==> config.mk <==
export PLATFORM = sky130hd
export DESIGN_NAME = internet_checksum_byte_stream
export DESIGN_NICKNAME = d
export VERILOG_FILES = /design/src/design/ics_pkg.sv /design/src/design/ics_accum.sv /design/src/design/ics_out.sv /design/src/design/internet_checksum_byte_stream.sv
export SDC_FILE = /design/constraint.sdc
export NUM_CORES = 1
export LEC_CHECK = 0
export ABC_AREA = 1
export BUFFER_PORTS_ARGS = -buffer_cell sky130_fd_sc_hd__buf_2
export CORE_ASPECT_RATIO = 0.7
export CORE_UTILIZATION = 25
export DETAILED_ROUTE_END_ITERATION = 7
export PLACE_DENSITY = 0.47
export SLEW_MARGIN = 20
export SYNTH_ARGS = -nofsm -noshare
export SYNTH_HDL_FRONTEND = slang
export SYNTH_HIERARCHICAL = 1
export SYNTH_SLANG_ARGS = --single-unit
==> constraint.sdc <==
create_clock -name clock -period 4.95 [get_ports clock]
set_input_delay 0.99 -clock clock [delete_from_list [all_inputs] [get_ports clock]]
set_output_delay 0.99 -clock clock [all_outputs]
set_load 0.05 [all_outputs]
==> src/design/ics_pkg.sv <==
`default_nettype none

package ics_pkg;

   // position and count counter width
   localparam int COUNT_WIDTH = 16;
   localparam int SUM_WIDTH   = 16;
   localparam int BYTE_WIDTH  = 8;
   localparam int CSR_IDX_WIDTH = 2;
   // common width for comparing counters against 16-bit registers
   localparam int CMP_WIDTH = (COUNT_WIDTH > SUM_WIDTH) ? COUNT_WIDTH : SUM_WIDTH;

   localparam logic [SUM_WIDTH-1:0] SUM_MASK = 16'hFFFF;

   typedef enum logic [CSR_IDX_WIDTH-1:0] {
      CSR_START_OFFSET = 2'd0,
      CSR_SUM_LENGTH   = 2'd1,
      CSR_PSEUDO_SUM   = 2'd2
   } csr_index_type;

   typedef struct packed {
      logic                 valid;
      logic [SUM_WIDTH-1:0] checksum;
      logic [SUM_WIDTH-1:0] summed_bytes;
   } result_type;

   // one's-complement add with end-around carry
   function automatic logic [SUM_WIDTH-1:0] add_end_around(
      input logic [SUM_WIDTH-1:0] a,
      input logic [SUM_WIDTH-1:0] b
   );
      logic [SUM_WIDTH:0] raw;
      raw = {1'b0, a} + {1'b0, b};
      return raw[SUM_WIDTH-1:0] + {{(SUM_WIDTH-1){1'b0}}, raw[SUM_WIDTH]};
   endfunction

endpackage

`default_nettype wire

==> src/design/ics_accum.sv <==
`default_nettype none

module ics_accum import ics_pkg::*; (
   input  wire logic                     clock,
   input  wire logic                     reset,
   input  wire logic                     step,
   input  wire logic [BYTE_WIDTH-1:0]    data_byte,
   input  wire logic                     last_byte,
   input  wire logic                     csr_write,
   input  wire logic [CSR_IDX_WIDTH-1:0] csr_index,
   input  wire logic [SUM_WIDTH-1:0]     csr_data,
   output result_type                    result
);

   logic [SUM_WIDTH-1:0]   start_offset_ff;
   logic [SUM_WIDTH-1:0]   sum_length_ff;
   logic [SUM_WIDTH-1:0]   pseudo_sum_ff;
   logic [SUM_WIDTH-1:0]   running_sum_ff, running_sum_in;
   logic [COUNT_WIDTH-1:0] byte_position_ff, byte_position_in;
   logic [COUNT_WIDTH-1:0] included_count_ff, included_count_in;
   logic                   word_half_ff, word_half_in;

   logic                   include_byte;
   logic [SUM_WIDTH-1:0]   word;
   logic [SUM_WIDTH-1:0]   next_sum;
   logic [COUNT_WIDTH-1:0] next_count;

   // decide whether this beat is inside the summed window and form the next sum and count
   always_comb begin
      include_byte = (CMP_WIDTH'(byte_position_ff) >= CMP_WIDTH'(start_offset_ff)) &&
                     (CMP_WIDTH'(included_count_ff) < CMP_WIDTH'(sum_length_ff));
      word = word_half_ff ? {8'h00, data_byte} : {data_byte, 8'h00};
      next_sum = include_byte ? add_end_around(running_sum_ff, word) : running_sum_ff;
      next_count = (include_byte && (included_count_ff != {COUNT_WIDTH{1'b1}})) ?
                   included_count_ff + {{(COUNT_WIDTH-1){1'b0}}, 1'b1} : included_count_ff;
   end

   // advance state on a beat, rearm at packet end, reseed on pseudo_sum write while no byte is summed yet
   always_comb begin
      running_sum_in    = running_sum_ff;
      byte_position_in  = byte_position_ff;
      included_count_in = included_count_ff;
      word_half_in      = word_half_ff;
      result.valid        = 1'b0;
      result.checksum     = next_sum ^ SUM_MASK;
      result.summed_bytes = SUM_WIDTH'(next_count);
      if (step) begin
         if (last_byte) begin
            result.valid      = 1'b1;
            running_sum_in    = pseudo_sum_ff;
            byte_position_in  = '0;
            included_count_in = '0;
            word_half_in      = 1'b0;
         end else begin
            running_sum_in    = next_sum;
            included_count_in = next_count;
            word_half_in      = word_half_ff ^ include_byte;
            if (byte_position_ff != {COUNT_WIDTH{1'b1}}) begin
               byte_position_in = byte_position_ff + {{(COUNT_WIDTH-1){1'b0}}, 1'b1};
            end
         end
      end else if (csr_write && (csr_index == CSR_PSEUDO_SUM) &&
                   (included_count_ff == '0)) begin
         running_sum_in = csr_data;
      end
   end

   // hold configuration and packet state
   always_ff @(posedge clock) begin
      if (reset) begin
         start_offset_ff   <= '0;
         sum_length_ff     <= '0;
         pseudo_sum_ff     <= '0;
         running_sum_ff    <= '0;
         byte_position_ff  <= '0;
         included_count_ff <= '0;
         word_half_ff      <= 1'b0;
      end else begin
         running_sum_ff    <= running_sum_in;
         byte_position_ff  <= byte_position_in;
         included_count_ff <= included_count_in;
         word_half_ff      <= word_half_in;
         if (csr_write) begin
            unique case (csr_index)
               CSR_START_OFFSET: start_offset_ff <= csr_data;
               CSR_SUM_LENGTH:   sum_length_ff   <= csr_data;
               CSR_PSEUDO_SUM:   pseudo_sum_ff   <= csr_data;
               default: ;
            endcase
         end
      end
   end

endmodule

`default_nettype wire

==> src/design/ics_out.sv <==
`default_nettype none

module ics_out import ics_pkg::*; (
   input  wire logic                 clock,
   input  wire logic                 reset,
   input  result_type                result,
   input  wire logic                 rsp_stall,
   output logic                      rsp_valid,
   output logic [SUM_WIDTH-1:0]      rsp_checksum,
   output logic [SUM_WIDTH-1:0]      rsp_summed_bytes
);

   logic                 valid_ff, valid_in;
   logic [SUM_WIDTH-1:0] checksum_ff;
   logic [SUM_WIDTH-1:0] summed_bytes_ff;

   // keep a stalled beat, load a new result otherwise
   assign valid_in = result.valid | (valid_ff & rsp_stall);

   always_ff @(posedge clock) begin
      if (reset) begin
         valid_ff <= 1'b0;
      end else begin
         valid_ff <= valid_in;
      end
   end

   always_ff @(posedge clock) begin
      if (result.valid) begin
         checksum_ff     <= result.checksum;
         summed_bytes_ff <= result.summed_bytes;
      end
   end

   assign rsp_valid        = valid_ff;
   assign rsp_checksum     = checksum_ff;
   assign rsp_summed_bytes = summed_bytes_ff;

endmodule

`default_nettype wire

==> src/design/internet_checksum_byte_stream.sv <==
// A result appears on rsp in the cycle after the last byte's beat is accepted.
// Throughput: one byte per cycle while req_stall is low; the single end-around add per byte sets the figure.
// Input stalls only while a finished result is held and the result side stalls.
// Reset (synchronous, active high) clears the registers to zero, the running
// sum to zero, and empties the result register; no clearing pass is needed.
`default_nettype none

module internet_checksum_byte_stream import ics_pkg::*; (
   input  wire logic                     clock,
   input  wire logic                     reset,
   input  wire logic                     req_valid,
   output logic                          req_stall,
   input  wire logic [BYTE_WIDTH-1:0]    req_data_byte,
   input  wire logic                     req_last_byte,
   output logic                          rsp_valid,
   input  wire logic                     rsp_stall,
   output logic [SUM_WIDTH-1:0]          rsp_checksum,
   output logic [SUM_WIDTH-1:0]          rsp_summed_bytes,
   input  wire logic                     csr_valid,
   output logic                          csr_ready,
   input  wire logic [CSR_IDX_WIDTH-1:0] csr_index,
   input  wire logic [SUM_WIDTH-1:0]     csr_data
);

   result_type result;
   logic       step;

   // accept a byte unless a held result is blocked
   assign req_stall = rsp_valid & rsp_stall;
   assign step      = req_valid & ~req_stall;
   assign csr_ready = 1'b1;

   ics_accum u_accum (
      .clock     (clock),
      .reset     (reset),
      .step      (step),
      .data_byte (req_data_byte),
      .last_byte (req_last_byte),
      .csr_write (csr_valid & csr_ready),
      .csr_index (csr_index),
      .csr_data  (csr_data),
      .result    (result)
   );

   ics_out u_out (
      .clock            (clock),
      .reset            (reset),
      .result           (result),
      .rsp_stall        (rsp_stall),
      .rsp_valid        (rsp_valid),
      .rsp_checksum     (rsp_checksum),
      .rsp_summed_bytes (rsp_summed_bytes)
   );

   // input stall only comes from a held result
   assert property (@(posedge clock) disable iff (reset) req_stall |-> rsp_valid)
      else $error("input stalled with no result held");

   // the last byte of a packet always yields a result next cycle
   assert property (@(posedge clock) disable iff (reset)
      (req_valid && !req_stall && req_last_byte) |=> rsp_valid)
      else $error("packet end produced no result");

   // no result appears from a non-final byte
   assert property (@(posedge clock) disable iff (reset)
      (!(req_valid && !req_stall && req_last_byte) && !(rsp_valid && rsp_stall))
      |=> !rsp_valid)
      else $error("result without packet end");

endmodule

`default_nettype wire

==> results of run 1 <==
## state kept, by name, indices dropped and copies added, names as in the netlist, 16 cells and up
name and cells:
u_accum/start_offset_ff 16, u_accum/byte_position_ff 16, u_accum/sum_length_ff 16, u_out/rsp_summed_bytes 16
u_accum/pseudo_sum_ff 16, u_accum/included_count_ff 16, u_out/rsp_checksum 16, u_accum/running_sum_ff 16
## critical path, stage by stage, from the launching register on
cell and delay, ns:
dfxtp_1 0.74, nand2_1 0.14, inv_1 0.09, ha_1 0.21, fa_1 0.22, nand2_1 0.07
nand2_2 0.10, nand3_2 0.09, nand2_2 0.11, nand3_1 0.09, nand2_1 0.09, a21oi_1 0.06
o21bai_1 0.21, ha_1 0.21, ha_1 0.18, inv_1 0.05, nor2_1 0.13, nand3_1 0.15
nor2_2 0.20, nand3_2 0.12, nor2_4 0.17, nand3_1 0.12, nand3_2 0.10, nand2_1 0.06
## where the power goes
part / total (uW) / leakage [uW] / internal (uW) / switching [uW]
combinational: 1010 / 0.00261 / 301 / 712
clock: 1260 / 0.000291 / 775 / 486
sequential: 1270 / 0.00110 / 1210 / 62.2
total: 3540 / 0.00400 / 2280 / 1260
## layout make-up
| class | instances | area (um2) |
|---|---|---|
| Fill cell | 3326 | 21200 |
| Multi-Input combinational cell | 753 | 4190 |
| Sequential cell | 130 | 2920 |
| Inverter | 157 | 589 |
| Tap cell | 412 | 515 |
| Clock buffer | 24 | 514 |
| Timing Repair Buffer | 73 | 385 |
| Clock inverter | 8 | 72.6 |
## cells in the mapped netlist, types with 6 or more instances
cell	count	area share, %
edfxtp_1	32	12
dfxtp_1	98	25
clkbuf_1	24	1.1
a221oi_1	16	1.8
o21ai_0	78	5.0
nand3_2	9	1.1
ha_1	52	8.3
or2_2	7	0.56
a21oi_2	6	0.67
nor4_1	6	0.48
nand3_1	84	5.4
nor2_1	79	3.8
a21oi_1	99	6.3
xor2_1	20	2.2
inv_1	151	7.2
buf_2	8	0.51
nand2_1	210	10
nand2_2	12	0.96
nand4_1	10	0.80
nor3_1	18	1.1
## cell families after synthesis
kind of cell             count (synthesis)  share of synthesized area [%]
other                                    1                         0.0478
XOR/XNOR                                25                           2.79
flip-flops                             130                           37.3
buffers and inverters                  192                           9.41
AO/OA/AOI/OAI                          215                           15.2
adder cells (fa/ha/maj)                 53                           8.55
AND/OR/NAND/NOR                        459                           26.8
## per-stage QoR
step | hold WS [ns] | total power [uW]
after CTS | 0.461 | 3580
after global placement | 0.449 | 2310
after floorplan | 0.428 | 2030
final | 0.464 | 3540
after global routing | 0.479 | 3770
after detailed placement | 0.450 | 2300
## final timing paths
kind	from	to	slack [ns]	cells after the start
worst min register to register	u_accum/sum_length_ff[12]$_SDFFE_PP0P_	u_accum/sum_length_ff[12]$_SDFFE_PP0P_	0.46	2
worst max-delay path	u_accum/word_half_ff$_SDFFE_PP0P_	u_out/rsp_checksum[12]$_DFFE_PP_	0.98	23
worst min-delay path	u_accum/sum_length_ff[12]$_SDFFE_PP0P_	u_accum/sum_length_ff[12]$_SDFFE_PP0P_	0.46	2
worst max register to register	u_accum/word_half_ff$_SDFFE_PP0P_	u_out/rsp_checksum[12]$_DFFE_PP_	0.98	23
## per-layer routing
metal,up-vias,wire (um)
li1,3686,-
met3,12,980
met2,162,8720
met1,3137,12800
met5,-,0
met4,0,180
==> run_results.csv, run 1 <==
group,metric,value,unit
drt,wl_per_cell,14.5,um
synthesis,synth-edff-count,32,
global_route,grt_max_degree,65,
power,peakVddDrop,0.000164,V
clock_network,worstSkewPairLatency,0.43,ns
drt,ant_nets,0,
place,gp_congestion,0.859,
finish,drive_gt1_share,13.4,%
timing,finalSetupViolCount,0,
timing,slew_headroom,31.2,%
place,dp_hpwl,17000,um
die,die_x,214,um
finish,final_cell_mix,"210 x nand2_1, 151 x inv_1, 99 x a21oi_1",
global_route,grt.total_usage,14.8,%
clock_network,postCtsHoldBufs,0,
synthesis,async_flop_share,0,%
synthesis,syn_area_per_cell,7.30,um2
global_route,grt_pass1_wl,35900,um
clock_network,postCtsSetupRepairBufs,0,
critical_path,end_kind,"flop",
outcome,status,"completed",
drt,routed_wl,22600,um
die,ioPinCount,67,
run,drv_cap,0,
critical_path,required,5.13,ns
clock_network,cts_max_level,4,
synthesis,synth_area,7850,um2
drt,drtIter0Drc,493,
critical_path,critPathMaxFanout,18,
global_route,grt-busiest-layer,"met1",
die,start_util,25.8,%
synthesis,synth_fp_nets,1160,
clock_network,cts-root-to-sink-buffers,2,
synthesis,ys_ff_latch,130,
synthesis,synth.distinct_cells,43,
die,die_y,150,um
finish,layout_commonest_cell,"nand2_1",
timing,rsz0062_at_grt,"false",
place,place_area,8600,um2
finish,diodes,0,
drt,drt_first_pass_iters,5,
finish,areaGrowthSynthToFinish,17.2,%
critical_path,path_class,"reg -> reg",
timing,max_freq,252,MHz
global_route,grtUsageMet2,20.1,%
timing,drv_slew,0,
min_path,hold_path_class,"reg -> reg",
die,core-area,30400,um2
synthesis,syn_inst,1075,
clock_network,clk_pin_slew_worst_paths,0.06,ns
synthesis,synthFlopType,"dfxtp_1",
place,dp_cells,1525,
power,leakagePower,0.00400,uW
finish,utilization,30.2,%
global_route,grtUsageMet3,2.88,%
power,power.density,386,nW/um2
critical_path,worstSetupStartpointType,"flop",
synthesis,ys_warn_count,6,
timing,fin_crit,3.97,ns
global_route,grt_overflow,0,
timing,finalCritPeriodShare,80.2,%
synthesis,yosysSeqAreaShare,37.3,%
clock_network,numCtsBuffers,17,
timing,tns,0,ns
timing,skew,0.0107,ns
timing,hold_violations,0,
critical_path,arrival,4.15,ns
global_route,grt_util_met1,23.0,%
clock_network,cts_resized,0,
timing,layout_setup_ws,0.981,ns
global_route,antenna_found_initial,0,
timing,worst_slew_pin_slew,1.03,ns
place,place_ws,0.728,ns
drt,vias_per_cell,4.49,
finish,stdcell_area,9190,um2
drt,vias,6997,
clock_network,cts_num_sinks,130,
die,dieArea,32100,um2
clock_network,cts_tree,"built",
die,rows,53,
drt,route.detailed.drc,0,
place,portBuffers,65,
finish,nets,1217,
global_route,grt_pass1_vias,6435,
clock_network,root_buffer,"clkbuf_16",
finish,fin_cells,1557,
Power figures use the tool's default switching activity.
==> inputs of run 2 (changes only) <==
PLACE_DENSITY = 0.48   (was 0.47)
clock period = 3.6 ns   (was 4.95 ns; I/O delays follow)
==> run_results.csv, run 2 (synthesized netlist as in run 1, its figures left out) <==
group,metric,value,unit
outcome,status,"completed",
clock_network,worstSkewPairLatency,0.41,ns
finish,regArea,2930,um2
timing,finalSetupViolCount,0,
critical_path,worstSetupStartpointType,"flop",
timing,finalCritPeriodShare,95.2,%
die,start_util,25.8,%
timing,fin_crit,3.43,ns
drt,vias,7213,
drt,ant_nets,0,
timing,hold_violations,0,
place,dp_hpwl,17700,um
global_route,grt_pass1_vias,6687,
critical_path,path_class,"reg -> reg",
clock_network,cts_max_level,4,
power,leakagePower,0.00423,uW
place,gp_congestion,0.851,
drt,vias_per_cell,4.50,
drt,routed_wl,23000,um
clock_network,numCtsBuffers,17,
critical_path,end_kind,"flop",
global_route,antenna_found_initial,0,
finish,multi_input_area,4260,um2
clock_network,clk_pin_slew_worst_paths,0.06,ns
finish,layout_commonest_cell,"nand2_1",
timing,drv_slew,0,
drt,route.detailed.drc,0,
critical_path,rrSetupSlack,0.17,ns
clock_network,cts_tree,"built",
timing,max_freq,292,MHz
timing,skew,0.00963,ns
clock_network,cts_num_sinks,130,
die,core-area,30400,um2
timing,slew_headroom,35.9,%
finish,areaGrowthSynthToFinish,23.0,%
global_route,grt.total_usage,14.9,%
die,die_x,214,um
finish,diodes,0,
finish,nets,1262,
die,dieArea,32100,um2
place,portBuffers,65,
die,ioPinCount,67,
global_route,grt_max_degree,65,
power,power.total,5060,uW
power,peakVddDrop,0.000260,V
finish,fillers,3264,
finish,utilization,31.7,%
finish,final_cell_mix,"209 x nand2_1, 150 x inv_1, 99 x a21oi_1",
global_route,grt_overflow,0,
critical_path,arrival,3.72,ns
die,die_y,150,um
timing,worst_slew_pin_slew,0.960,ns
min_path,hold_path_class,"reg -> reg",
critical_path,critPathMaxFanout,8,
drt,wl_per_cell,14.4,um
drt,drtIter0Drc,588,
die,rows,53,
global_route,grt_pass1_wl,36700,um
clock_network,postCtsHoldBufs,0,
run,drv_cap,0,
power,power.density,524,nW/um2
clock_network,cts-root-to-sink-buffers,2,
finish,drive_gt1_share,17.7,%
drt,drt_first_pass_iters,5,
critical_path,required,3.89,ns
clock_network,root_buffer,"clkbuf_16",
==> run 2: final cells by class <==
cell class / count / share of cell area [%]
multi-input combinational: 753 / 44.2
sequential: 130 / 30.3
timing repair buffer: 118 / 7.53
inverter: 157 / 6.11
clock buffer: 25 / 5.59
tap: 412 / 5.34
clock inverter: 7 / 0.921
==> run 2: metal layers <==
layer / share of wire, % / GRT usage, % / vias up
met5: 0 / 0 / -
met2: 39 / 20.5 / 128
met4: 0.57 / 3.21 / 0
met1: 56 / 23.5 / 3297
li1: - / - / 3776
met3: 4.4 / 2.69 / 12
==> run 2: timing repair <==
action / 4_1_cts / 5_1_grt
cloned: 0 / 0
buffers inserted: 0 / 2
endpoints found under the setup margin: 3 / 16
pin swaps: 0 / 10
gates resized for setup: 1 / 17
==> run 2: path summary, 6_finish.rpt <==
check / endpoint / depth (start not counted) / start
min: u_accum/sum_length_ff[10]$_SDFFE_PP0P_ / 2 / u_accum/sum_length_ff[10]$_SDFFE_PP0P_
max: u_accum/running_sum_ff[10]$_SDFFE_PP0P_ / 24 / u_accum/word_half_ff$_SDFFE_PP0P_
max reg2reg: u_accum/running_sum_ff[10]$_SDFFE_PP0P_ / 24 / u_accum/word_half_ff$_SDFFE_PP0P_
min reg2reg: u_accum/sum_length_ff[10]$_SDFFE_PP0P_ / 2 / u_accum/sum_length_ff[10]$_SDFFE_PP0P_
==> run 2: power by group <==
group | switching, uW | internal [uW] | leakage [uW]
registers | 84.8 | 1660 | 0.00110
logic | 1000 | 489 | 0.00282
clock network | 640 | 1180 | 0.000309
total | 1730 | 3330 | 0.00423
==> run 2: metrics by stage <==
step	setup TNS [ns]	hold slack (ns)	area [um2]	setup WS [ns]	instances
2_1_floorplan	0	0.428	7850	0.169	1075
6_report	0	0.458	9650	0.173	1602
3_5_place_dp	-2.30	0.455	8920	-0.252	1568
4_1_cts	0	0.464	9550	0.102	1600
5_1_grt	-0.284	0.482	9650	-0.0644	1602
3_3_place_gp	-1.42	0.444	8920	-0.194	1568
==> run 2: worst max-delay path, stage by stage, from the launching register on <==
cell	delay, ns
dfxtp_4	0.38
buf_4	0.16
nand2_1	0.06
inv_1	0.06
ha_4	0.27
nand2_1	0.05
inv_1	0.08
nand3_2	0.10
nand2_2	0.11
nand3_1	0.10
nand2_1	0.10
a21oi_1	0.07
o21bai_2	0.23
ha_2	0.23
ha_2	0.17
inv_1	0.05
nor2_2	0.11
nand3_2	0.12
nor2_4	0.18
nand3_2	0.11
nor2_4	0.20
xor2_1	0.16
nand2_1	0.08
nand3_1	0.08
a21oi_1	0.06
